==> src/rtl/zhs_pkg.sv <==
`default_nettype none
package zhs_pkg;

    typedef struct packed {
        logic [2:0]  cmd;
        logic [7:0]  zone_index;
        logic [7:0]  device_type;
        logic [31:0] now_time;
    } item_t;

    typedef struct packed {
        logic [1:0] event_kind;
        logic [7:0] event_zone;
        logic       is_online;
        logic       table_full;
        logic       last;
    } result_t;

    typedef struct packed {
        logic [31:0] short_timeout;
        logic [31:0] long_timeout;
        logic [7:0]  long_zone_limit;
        logic [7:0]  exempt_type;
        logic [31:0] clock_valid_after;
    } cfg_t;

    typedef struct packed {
        logic [7:0]  zone;
        logic [7:0]  dtype;
        logic [31:0] stamp;
        logic        latched;
        logic        live;
    } entry_t;

    typedef enum logic [2:0] {
        OP_ADD,
        OP_DELETE,
        OP_HEARTBEAT,
        OP_QUERY,
        OP_CHECK,
        OP_REPORT,
        OP_NONE
    } op_t;

    typedef struct packed {
        op_t         op;
        logic [7:0]  zone;
        logic [7:0]  dtype;
        logic [31:0] now;
    } job_t;

    typedef enum logic [2:0] {
        ST_IDLE,
        ST_READ,
        ST_EVAL,
        ST_SHIFT,
        ST_MOVE
    } state_t;

    localparam logic [2:0] CMD_ADD       = 3'd0;
    localparam logic [2:0] CMD_DELETE    = 3'd1;
    localparam logic [2:0] CMD_HEARTBEAT = 3'd2;
    localparam logic [2:0] CMD_QUERY     = 3'd3;
    localparam logic [2:0] CMD_CHECK     = 3'd4;
    localparam logic [2:0] CMD_REPORT    = 3'd5;

    localparam logic [1:0] EV_NONE    = 2'd0;
    localparam logic [1:0] EV_OFFLINE = 2'd1;
    localparam logic [1:0] EV_ONLINE  = 2'd2;

    localparam logic [2:0] REG_SHORT_TIMEOUT     = 3'd0;
    localparam logic [2:0] REG_LONG_TIMEOUT      = 3'd1;
    localparam logic [2:0] REG_LONG_ZONE_LIMIT   = 3'd2;
    localparam logic [2:0] REG_EXEMPT_TYPE       = 3'd3;
    localparam logic [2:0] REG_CLOCK_VALID_AFTER = 3'd4;

    localparam logic [31:0] RST_SHORT_TIMEOUT     = 32'd600;
    localparam logic [31:0] RST_LONG_TIMEOUT      = 32'd90000;
    localparam logic [7:0]  RST_LONG_ZONE_LIMIT   = 8'd50;
    localparam logic [7:0]  RST_EXEMPT_TYPE       = 8'h01;
    localparam logic [31:0] RST_CLOCK_VALID_AFTER = 32'd1000;

endpackage
`default_nettype wire

==> src/rtl/zhs_fifo.sv <==
`default_nettype none
module zhs_fifo #(
    parameter type T     = logic,
    parameter int  DEPTH = 2
) (
    input  wire  clk,
    input  wire  rst_n,
    input  wire  wr,
    input  T     din,
    output logic full,
    input  wire  rd,
    output T     dout,
    output logic empty
);
    localparam int AW = (DEPTH > 1) ? $clog2(DEPTH) : 1;
    localparam int CW = $clog2(DEPTH + 1);

    T              mem [DEPTH];
    logic [AW-1:0] wp_reg, wp_next, rp_reg, rp_next;
    logic [CW-1:0] cnt_reg, cnt_next;
    logic          do_wr, do_rd;

    assign full  = (cnt_reg == CW'(DEPTH));
    assign empty = (cnt_reg == '0);
    assign do_wr = wr && !full;
    assign do_rd = rd && !empty;
    assign dout  = mem[rp_reg];

    always_comb
    begin
        wp_next  = wp_reg;
        rp_next  = rp_reg;
        cnt_next = cnt_reg;
        if (do_wr)
        begin
            wp_next = (wp_reg == AW'(DEPTH - 1)) ? '0 : wp_reg + 1'b1;
        end
        if (do_rd)
        begin
            rp_next = (rp_reg == AW'(DEPTH - 1)) ? '0 : rp_reg + 1'b1;
        end
        if (do_wr && !do_rd)
        begin
            cnt_next = cnt_reg + 1'b1;
        end
        else if (do_rd && !do_wr)
        begin
            cnt_next = cnt_reg - 1'b1;
        end
    end

    always_ff @(posedge clk or negedge rst_n)
    begin
        if (!rst_n)
        begin
            wp_reg  <= '0;
            rp_reg  <= '0;
            cnt_reg <= '0;
        end
        else
        begin
            wp_reg  <= wp_next;
            rp_reg  <= rp_next;
            cnt_reg <= cnt_next;
        end
    end

    always_ff @(posedge clk)
    begin
        if (do_wr)
        begin
            mem[wp_reg] <= din;
        end
    end
endmodule
`default_nettype wire

==> src/rtl/zhs_front.sv <==
`default_nettype none
module zhs_front (
    input  wire           clk,
    input  wire           rst_n,
    input  wire           push,
    input  zhs_pkg::item_t item,
    output logic          full,
    input  wire           job_pop,
    output zhs_pkg::job_t job,
    output logic          job_empty
);
    import zhs_pkg::*;

    job_t cls;

    // decode the command into an operation for the back end
    always_comb
    begin
        cls.zone  = item.zone_index;
        cls.dtype = item.device_type;
        cls.now   = item.now_time;
        unique case (item.cmd)
            CMD_ADD:       cls.op = OP_ADD;
            CMD_DELETE:    cls.op = OP_DELETE;
            CMD_HEARTBEAT: cls.op = OP_HEARTBEAT;
            CMD_QUERY:     cls.op = OP_QUERY;
            CMD_CHECK:     cls.op = OP_CHECK;
            CMD_REPORT:    cls.op = OP_REPORT;
            default:       cls.op = OP_NONE;
        endcase
    end

    zhs_fifo #(.T(job_t), .DEPTH(2)) u_jobq (
        .clk   (clk),
        .rst_n (rst_n),
        .wr    (push),
        .din   (cls),
        .full  (full),
        .rd    (job_pop),
        .dout  (job),
        .empty (job_empty)
    );
endmodule
`default_nettype wire

==> src/rtl/zhs_back.sv <==
`default_nettype none
module zhs_back #(
    parameter int TABLE_DEPTH = 32
) (
    input  wire              clk,
    input  wire              rst_n,
    input  zhs_pkg::cfg_t    cfg,
    input  zhs_pkg::job_t    job,
    input  wire              job_empty,
    output logic             job_pop,
    output zhs_pkg::result_t res,
    output logic             res_push,
    input  wire              res_full
);
    import zhs_pkg::*;

    localparam int AW = (TABLE_DEPTH > 1) ? $clog2(TABLE_DEPTH) : 1;
    localparam int CW = $clog2(TABLE_DEPTH + 1);

    entry_t        mem [TABLE_DEPTH];
    entry_t        rd_reg;
    logic [AW-1:0] raddr, waddr;
    entry_t        wdata;
    logic          we;

    state_t        state_reg, state_next;
    logic [CW-1:0] idx_reg, idx_next, count_reg, count_next;
    job_t          job_reg, job_next;

    logic          at_end, match, exempt, cond_a, cond_b;
    logic [32:0]   diff;
    logic [31:0]   limit;
    logic [CW-1:0] idx_inc;

    assign idx_inc = idx_reg + 1'b1;
    assign raddr   = (state_reg == ST_SHIFT) ? idx_inc[AW-1:0] : idx_reg[AW-1:0];

    always_ff @(posedge clk)
    begin
        if (we)
        begin
            mem[waddr] <= wdata;
        end
        rd_reg <= mem[raddr];
    end

    assign at_end = (idx_reg == count_reg);
    assign match  = (rd_reg.zone == job_reg.zone);
    assign exempt = (rd_reg.dtype == cfg.exempt_type);
    assign limit  = (rd_reg.zone < cfg.long_zone_limit) ? cfg.long_timeout : cfg.short_timeout;
    assign diff   = {1'b0, job_reg.now} - {1'b0, rd_reg.stamp};
    // a stamp in the future gives a negative difference and never times out
    assign cond_a = (rd_reg.stamp != '0) && !rd_reg.latched && !diff[32]
                    && (diff[31:0] > limit);
    assign cond_b = rd_reg.latched && !rd_reg.live;

    always_comb
    begin
        state_next = state_reg;
        idx_next   = idx_reg;
        count_next = count_reg;
        job_next   = job_reg;
        job_pop    = 1'b0;
        we         = 1'b0;
        waddr      = idx_reg[AW-1:0];
        wdata      = rd_reg;
        res_push   = 1'b0;
        res        = '0;
        res.last   = 1'b1;

        unique case (state_reg)
            ST_IDLE:
            begin
                if (!job_empty)
                begin
                    job_pop    = 1'b1;
                    job_next   = job;
                    idx_next   = '0;
                    state_next = ST_READ;
                end
            end
            ST_READ:
            begin
                if (at_end || job_reg.op == OP_NONE)
                begin
                    if (!res_full)
                    begin
                        res_push   = 1'b1;
                        state_next = ST_IDLE;
                        if (job_reg.op == OP_ADD)
                        begin
                            if (count_reg == CW'(TABLE_DEPTH))
                            begin
                                res.table_full = 1'b1;
                            end
                            else
                            begin
                                we            = 1'b1;
                                waddr         = count_reg[AW-1:0];
                                wdata.zone    = job_reg.zone;
                                wdata.dtype   = job_reg.dtype;
                                wdata.stamp   = (job_reg.now > cfg.clock_valid_after)
                                                ? job_reg.now : '0;
                                wdata.latched = 1'b0;
                                wdata.live    = 1'b0;
                                count_next    = count_reg + 1'b1;
                                res.event_kind = EV_ONLINE;
                                res.event_zone = job_reg.zone;
                            end
                        end
                    end
                end
                else
                begin
                    state_next = ST_EVAL;
                end
            end
            ST_EVAL:
            begin
                unique case (job_reg.op)
                    OP_CHECK:
                    begin
                        if (cond_a || cond_b)
                        begin
                            if (!res_full)
                            begin
                                res_push   = 1'b1;
                                state_next = ST_IDLE;
                                if (cond_a)
                                begin
                                    we            = 1'b1;
                                    wdata.stamp   = job_reg.now;
                                    wdata.latched = 1'b1;
                                    wdata.live    = 1'b1;
                                    if (!exempt)
                                    begin
                                        res.event_kind = EV_OFFLINE;
                                        res.event_zone = rd_reg.zone;
                                    end
                                end
                                else if (!exempt)
                                begin
                                    we             = 1'b1;
                                    wdata.latched  = 1'b0;
                                    res.event_kind = EV_ONLINE;
                                    res.event_zone = rd_reg.zone;
                                end
                            end
                        end
                        else
                        begin
                            idx_next   = idx_inc;
                            state_next = ST_READ;
                        end
                    end
                    OP_REPORT:
                    begin
                        if (rd_reg.live && !exempt)
                        begin
                            if (!res_full)
                            begin
                                res_push       = 1'b1;
                                res.event_kind = EV_OFFLINE;
                                res.event_zone = rd_reg.zone;
                                res.last       = 1'b0;
                                idx_next       = idx_inc;
                                state_next     = ST_READ;
                            end
                        end
                        else
                        begin
                            idx_next   = idx_inc;
                            state_next = ST_READ;
                        end
                    end
                    default:
                    begin
                        if (!match)
                        begin
                            idx_next   = idx_inc;
                            state_next = ST_READ;
                        end
                        else if (job_reg.op == OP_DELETE)
                        begin
                            state_next = ST_SHIFT;
                        end
                        else if (!res_full)
                        begin
                            res_push   = 1'b1;
                            state_next = ST_IDLE;
                            if (job_reg.op == OP_HEARTBEAT)
                            begin
                                we          = 1'b1;
                                wdata.stamp = job_reg.now;
                                wdata.live  = 1'b0;
                            end
                            else if (job_reg.op == OP_QUERY)
                            begin
                                res.is_online = !rd_reg.live;
                            end
                        end
                    end
                endcase
            end
            ST_SHIFT:
            begin
                // close the gap one entry at a time
                if (idx_inc >= count_reg)
                begin
                    if (!res_full)
                    begin
                        res_push   = 1'b1;
                        count_next = count_reg - 1'b1;
                        state_next = ST_IDLE;
                    end
                end
                else
                begin
                    state_next = ST_MOVE;
                end
            end
            ST_MOVE:
            begin
                we         = 1'b1;
                idx_next   = idx_inc;
                state_next = ST_SHIFT;
            end
            default:
            begin
                state_next = ST_IDLE;
            end
        endcase
    end

    always_ff @(posedge clk or negedge rst_n)
    begin
        if (!rst_n)
        begin
            state_reg <= ST_IDLE;
            idx_reg   <= '0;
            count_reg <= '0;
        end
        else
        begin
            state_reg <= state_next;
            idx_reg   <= idx_next;
            count_reg <= count_next;
        end
    end

    always_ff @(posedge clk)
    begin
        job_reg <= job_next;
    end
endmodule
`default_nettype wire

==> src/rtl/zone_heartbeat_supervisor.sv <==
`default_nettype none
// channel   direction  handshake          payload
// item      in         push / full        zhs_pkg::item_t
// result    out        pop / empty        zhs_pkg::result_t
// cfg       in         cfg_we (no wait)   cfg_index, cfg_data
//
// A command walks the table one entry at a time: a registered memory read, then
// an evaluate; delete then moves each later entry down with a shift and a move
// step. Reset clears the entry count, queues, state and configuration
// registers, not the entries. Two-deep queues on both sides let commands queue
// while results wait; the walk stalls when it has a result to push and the
// result queue is full.
module zone_heartbeat_supervisor #(
    parameter int TABLE_DEPTH = 32
) (
    input  wire               clk,
    input  wire               rst_n,
    input  wire               push,
    output logic              full,
    input  zhs_pkg::item_t    item,
    output logic              empty,
    input  wire               pop,
    output zhs_pkg::result_t  result,
    input  wire               cfg_we,
    input  wire [2:0]         cfg_index,
    input  wire [31:0]        cfg_data
);
    import zhs_pkg::*;

    cfg_t    cfg_reg;
    job_t    job;
    logic    job_empty, job_pop, res_push, res_full;
    result_t res;

    always_ff @(posedge clk or negedge rst_n)
    begin
        if (!rst_n)
        begin
            cfg_reg.short_timeout     <= RST_SHORT_TIMEOUT;
            cfg_reg.long_timeout      <= RST_LONG_TIMEOUT;
            cfg_reg.long_zone_limit   <= RST_LONG_ZONE_LIMIT;
            cfg_reg.exempt_type       <= RST_EXEMPT_TYPE;
            cfg_reg.clock_valid_after <= RST_CLOCK_VALID_AFTER;
        end
        else if (cfg_we)
        begin
            unique case (cfg_index)
                REG_SHORT_TIMEOUT:     cfg_reg.short_timeout     <= cfg_data;
                REG_LONG_TIMEOUT:      cfg_reg.long_timeout      <= cfg_data;
                REG_LONG_ZONE_LIMIT:   cfg_reg.long_zone_limit   <= cfg_data[7:0];
                REG_EXEMPT_TYPE:       cfg_reg.exempt_type       <= cfg_data[7:0];
                REG_CLOCK_VALID_AFTER: cfg_reg.clock_valid_after <= cfg_data;
                default:               ;
            endcase
        end
    end

    zhs_front u_front (
        .clk       (clk),
        .rst_n     (rst_n),
        .push      (push),
        .item      (item),
        .full      (full),
        .job_pop   (job_pop),
        .job       (job),
        .job_empty (job_empty)
    );

    zhs_back #(.TABLE_DEPTH(TABLE_DEPTH)) u_back (
        .clk       (clk),
        .rst_n     (rst_n),
        .cfg       (cfg_reg),
        .job       (job),
        .job_empty (job_empty),
        .job_pop   (job_pop),
        .res       (res),
        .res_push  (res_push),
        .res_full  (res_full)
    );

    zhs_fifo #(.T(result_t), .DEPTH(2)) u_resq (
        .clk   (clk),
        .rst_n (rst_n),
        .wr    (res_push),
        .din   (res),
        .full  (res_full),
        .rd    (pop),
        .dout  (result),
        .empty (empty)
    );
endmodule
`default_nettype wire
==> config.mk <==
export PLATFORM = sky130hd
export DESIGN_NAME = zone_heartbeat_supervisor
export DESIGN_NICKNAME = d
export VERILOG_FILES = /design/src/rtl/zhs_pkg.sv /design/src/rtl/zhs_fifo.sv /design/src/rtl/zhs_front.sv /design/src/rtl/zhs_back.sv /design/src/rtl/zone_heartbeat_supervisor.sv
export SDC_FILE = /design/constraint.sdc
export NUM_CORES = 2
export LEC_CHECK = 0
export BUFFER_PORTS_ARGS = -buffer_cell sky130_fd_sc_hd__buf_2
export CORE_MARGIN = 2
export CORE_UTILIZATION = 45
export DETAILED_ROUTE_END_ITERATION = 16
export PLACE_DENSITY_LB_ADDON = 0.05
export SYNTH_ARGS = -nofsm -noshare
export SYNTH_HDL_FRONTEND = slang
export SYNTH_SLANG_ARGS = --single-unit
==> constraint.sdc <==
create_clock -name clk -period 11.3 [get_ports clk]
set_input_delay 1.13 -clock clk [delete_from_list [all_inputs] [get_ports clk]]
set_output_delay 1.13 -clock clk [all_outputs]
set_load 0.01 [all_outputs]
**After elaboration in Yosys (flattened, before gate mapping)**

Memories as Yosys holds them, arrays and structs flattened. A register that Yosys moved wholly into a read port is not among the register bits.
Index checks and enable logic that the tools add are counted.

- Logic and storage cells: 242
- Memories kept: 3
- RAM bits: 1728
- Register bits: 135
- Output and inout bits: 15
- Bits of input ports: 91

- Multiplexer cells: 125
- Bitwise gates (word level): 1
- Equality and inequality tests: 35
- Add/subtract/negate cells: 12
- Reduce and logical (&&, ||, !) cells: 48
- $lt $le $gt $ge: 4

Memories:

| name | depth | width | rd ports | clocked after Yosys merged registers in | write ports | line | source |
|---|---|---|---|---|---|---|---|
| u_back.mem | 32 | 50 | 1 | 1 | 1 | zhs_back.sv:20 | `entry_t mem [TABLE_DEPTH];` |
| u_front.u_jobq.mem | 2 | 51 | 1 | 1 | 1 | zhs_fifo.sv:18 | `T mem [DEPTH];` |
| u_resq.mem | 2 | 13 | 1 | 0 | 1 | zhs_fifo.sv:18 |  |

Operators by type and width:

| cell | count |
|---|---|
| two-way mux 32 bit | 7 |
| two-way mux 50 bit | 4 |
| two-way mux 10 bit | 9 |
| two-way mux 34 bit | 2 |
| case mux 34 bit (2 select lines) | 1 |
| two-way mux 6 bit | 11 |
| greater-than comparator 32 bit | 2 |
| case mux 32 bit (2 select lines) | 1 |
| two-way mux 1 bit | 55 |
| case mux 10 bit (2 select lines) | 2 |
| subtractor 32 x 32 -> 33 bit | 1 |
| nonzero test 32 bit | 1 |
| two-way mux 5 bit | 6 |
| two-way mux 3 bit | 9 |
| == test 3 x 2 -> 1 bit, second input constant | 8 |
| case mux 6 bit (2 select lines) | 2 |
| == test 3 bit, second input constant | 7 |
| two-way mux 9 bit | 2 |
| case mux 3 bit (6 select lines) | 1 |
| case mux 6 bit (3 select lines) | 1 |
| == test 8 bit | 2 |
| two-way mux 16 bit | 1 |
| case mux 3 bit (5 select lines) | 1 |
| AND reduction 2 bit | 7 |
| 30 further kinds | 82 |

**Logic depth before layout (Yosys ltp)**

- Depth after elaboration: 13
- Depth in mapped cells: 26
- Gate-level depth less buffers: 26

**Cells and area by module**

From an unflattened synthesis, not the netlist that was laid out.

- Cell total of the unflattened synthesis: 3723
- Area total of the unflattened synthesis: 78980.7 um^2

By module, submodules not included:

| module | area each (um^2) | cells an instance | sequential area each (um^2) | times used |
|---|---|---|---|---|
| zhs_back | 69396.6 | 3242 | 50953.9 | 1 |
| zone_heartbeat_supervisor | 4271.6 | 241 | 2831.5 | 1 |
| zhs_fifo at u_front.u_jobq | 4129.0 | 178 | 3163.0 | 1 |
| zhs_fifo at u_resq | 1168.6 | 59 | 880.8 | 1 |
| zhs_front | 15.0 | 3 | 0.0 | 1 |

**Worst setup path before layout**

OpenSTA, ideal clock, no wires.

- Path type: reg-to-reg
- From: reg u_back.job_reg[6] (netlist bit)
- To: mem u_back.mem[25][0] (netlist bit), enable pin
- Stages on the path, launching flop included: 22
- Period minus slack after synthesis: 9507 ps
- Required time: 10718 ps
- Path buffers: 1
- Setup time: 582 ps
- Arrival time: 8925 ps
- Path slack: 1793 ps
- Cells stage by stage: edfxtp_1 ha_1 a21o_1 or3_1 o211ai_1 a21o_1 a311oi_1 a41o_1 a211oi_1 o21ai_0 a21oi_1 xnor2_1 ha_1 nand4_1 nor4_1 o31ai_1 nand2_1 nand3_1 a41oi_1 a22oi_1 buf_2 nor4_1

- Longest elaborated chain between the ends: 11
- Elaborated cells on any way between the ends: 13
- Those cells by class: 1 x add/sub; 1 x order compare; 7 x mux; 4 x reduce/logical

RTL lines:

| item | line | source |
|---|---|---|
| from (decl) | zhs_back.sv:28 | `job_t job_reg, job_next;` |
| from (signal assigned) | zhs_back.sv:253 | `job_reg <= job_next;` |
| subtractor 32 x 32 -> 33 bit * | zhs_back.sv:51 | `assign diff = {1'b0, job_reg.now} - {1'b0, rd_reg.stamp};` |
| parallel branches: the longest is 2 deep, another holds greater-than comparator 32 bit | - |  |
| logical AND 1 bit * | zhs_back.sv:54 | `&& (diff[31:0] > limit);` |
| two-way mux 1 bit | zhs_back.sv:129 | `if (cond_a)` |
| two-way mux 1 bit | zhs_back.sv:125 | `if (!res_full)` |
| two-way mux 1 bit * | zhs_back.sv:123 | `if (cond_a \|\| cond_b)` |
| case mux 1 bit (2 select lines) * | zhs_back.sv:120 | `unique case (job_reg.op)` |
| case mux 1 bit (3 select lines) * | zhs_back.sv:71 | `unique case (state_reg)` |
| two-way mux 1 bit * | zhs_back.sv:40 | `if (we)` |
| two-way mux 1 bit (not written as such) * | zhs_back.sv:42 | `mem[waddr] <= wdata;` |
| to (decl) | zhs_back.sv:20 |  |

Every way passes the cells marked *.

==> run_results.csv <==
group,metric,value,unit
run_status,outcome,"complete, no violations",
synth,synth_edf_count,1779,
setup_path,critPathLaunchType,"flop",
layout,post-route-util,0.511,
synth,synth_cells,3762,
die,die_h,421,um
sta,finalSetupTns,0,ns
worst_hold_path,min_path_type,"in2async",
cts,cts-root-buf,"clkbuf_16",
detailed_routing,wl_per_cell,33.6,um
setup_path,critPathMaxFanout,32,
layout,mostFrequentLayoutCells,"edfxtp_1 (1779), mux4_2 (500), clkbuf_16 (204), mux2_2 (189), nand2_1 (144)",
cts,insertion_delay,0.85,ns
setup_path,endpoint_kind,"flop",
global_routing,grt.total_usage,0.247,
layout,largest_register_ff_count,1600,
sta,post-route-period-util,0.712,
cts,cts_tree,"done",
cts,clk_pin_slew,0.06,ns
layout,final_cells,6502,
die,initial_utilization,0.452,
synth,yosysUniqueCellTypes,61,
detailed_routing,detail_route.iter0.violations,4360,
setup_path,crit_type,"reg2reg",
placement,place_congestion,0.848,
synth,synth_fp_nets,3971,
placement,dp.cells,6130,
detailed_routing,dr.pass1.iters,8,
power,leakagePower,0.0297,uW
sta,setup_viol,0,
global_routing,grt_max_degree,154,
layout,antenna_cells,0,
setup_path,arrival,8.51,ns
synth,synth_seq_area_share,0.739,
die,dieWidth,421,um
sta,worst_pin_slew,1.38,ns
global_routing,grt_overflow,0,
sta,fmax,124,MHz
cts,clock-sinks,1964,
placement,port_buffers,105,
detailed_routing,vias,39300,
detailed_routing,drc,0,
placement,hpwl,120000,um
die,core_area,173000,um2
die,die-area,177000,um2
detailed_routing,ant_nets,0,
layout,layout_commonest_cell,"edfxtp_1",
detailed_routing,vias_per_cell,6.04,
sta,rsz0062_at_grt,"false",
layout,fillers,13700,
synth,yosys_register_bits,1964,
sta,slew_headroom,0.0768,
cts,hold_buffers,0,
cts,post_cts_buffers,0,
cts,htreeDepth,4,
die,top_level_ports,106,
sta,fin_crit,8.04,ns
sta,drv_slew,0,
synth,synthArstFlopShare,0.0687,
global_routing,grt_antenna_before_repair,10,
layout,drive_gt1_frac,0.302,
synth,avgSynthCellArea,20.8,um2
synth,yosysWarnings,0,
power,fin_total_pwr,24800,uW
layout,area_growth_syn_to_layout,13.2,%
synth,synth-main-ff-cell,"edfxtp_1",
die,row_count,153,
sta,hold_viol,0,
power,p_per_area,280,nW/um2
cts,clockBufferDepth,3,
setup_path,required,11.77,ns
power,vdd_ir_drop_max,0.367,mV
layout,finish.net_count,4217,
synth,synth_area,78200,um2
cts,cts_resized,0,
run,drv_cap,0,
sta,fin_skew,0.0373,ns
cts,cts_buffers,201,
global_routing,grt_pass1_vias,40700,
detailed_routing,drt-total-wl,218000,um
global_routing,grt_pass1_wl,308000,um
## path summary, 6_finish.rpt
check	start	to	slack [ns]	depth (start not counted)
worst max-delay path	u_back.job_reg[6]$_DFFE_PP_	u_back.mem[11][6]$_DFFE_PP_	3.26	21
worst min-delay path	rst_n	cfg_reg[47]$_DFFE_PN0P_	0.24	1
worst max register to register	u_back.job_reg[6]$_DFFE_PP_	u_back.mem[11][6]$_DFFE_PP_	3.26	21
worst min register to register	u_resq.wp_reg$_DFFE_PN0P_	u_resq.wp_reg$_DFFE_PN0P_	0.50	1
max in group asynchronous	rst_n	cfg_reg[29]$_DFFE_PN0P_	9.54	2
min in group clk	item[44]	u_front.u_jobq.mem[1][44]$_DFFE_PP_	0.47	1
## cell families (layout without fill, tap and decap cells)
family,Yosys count,in the layout,synth area share
compound gates,285,285,0.0241
xor+xnor,73,73,0.00817
flops,1964,1964,0.739
buf+inv,264,679,0.0136
fa+ha+maj,118,118,0.0191
simple gates,336,336,0.0205
mux,722,722,0.175
## power by group
group          internal [uW]  leakage [uW]  switching (uW)
Sequential              9590        0.0181             512
Clock                   3800       0.00315            2770
Combinational           3580       0.00850            4530
## cells in the mapped netlist (all sizes together) (8+ instances only)
master / number / area (um2)
nor2: 45 / 169
mux2i: 32 / 320
nand4: 24 / 150
a31oi: 8 / 50.1
clkbuf: 94 / 353
dfxtp: 50 / 1000
dfstp: 23 / 604
o21ai: 76 / 380
and3: 12 / 75.1
xnor2: 41 / 359
nand3: 14 / 70.1
nor2b: 13 / 81.3
ha: 116 / 1450
dfrtp: 112 / 2800
nand2: 145 / 552
mux4: 500 / 11300
a22o: 43 / 377
mux2: 190 / 2140
o21a: 11 / 82.6
edfxtp: 1779 / 53400
nand2b: 10 / 62.6
inv: 98 / 368
a21oi: 54 / 270
a21o: 50 / 375
nor3: 31 / 155
xor2: 32 / 280
buf: 71 / 342
nor4: 23 / 144
## final cells by class
| cell class | count | area (um2) | area share |
|---|---|---|---|
| tap | 2325 | 2910 | 0.0328 |
| multi-input combinational | 1534 | 19600 | 0.222 |
| clock buffer | 267 | 5410 | 0.0611 |
| inverter | 99 | 373 | 0.00421 |
| clock inverter | 105 | 1090 | 0.0123 |
| sequential | 1964 | 57800 | 0.653 |
| timing repair buffer | 208 | 1360 | 0.0153 |
## through the flow
step                      hold WS [ns]  cell area [um2]  setup slack [ns]
after CTS                        0.204            88600              3.23
after floorplan                  0.455            78200              1.79
after global routing             0.239            88600              2.89
final                            0.240            88600              3.26
after detailed placement         0.484            82100              3.27
after global placement           0.471            82100              3.37
## per-layer routing
layer	track usage	wire length, um
met1	0.364	95400
met3	0.0432	15700
met4	0.0616	5030
met2	0.384	102000
met5	0	23
## critical path: stages (launching register included)
cell and delay (ns):
edfxtp_1 0.43, ha_1 0.39, a21o_1 0.22, or3_1 0.33, o211ai_1 0.34, a21o_1 0.23, a311oi_1 0.18, a41o_1 0.35
a211oi_1 0.29, o21ai_0 0.12, a21oi_1 0.18, xnor2_1 0.09, ha_1 0.30, nand4_1 0.12, nor4_1 0.78, o31ai_1 0.22
a21oi_1 0.23, nand2_1 0.20, o21ai_1 0.35, a22o_1 0.74, buf_4 0.54, a22o_1 0.99
Note: power is estimated with default switching activity, not from simulation.
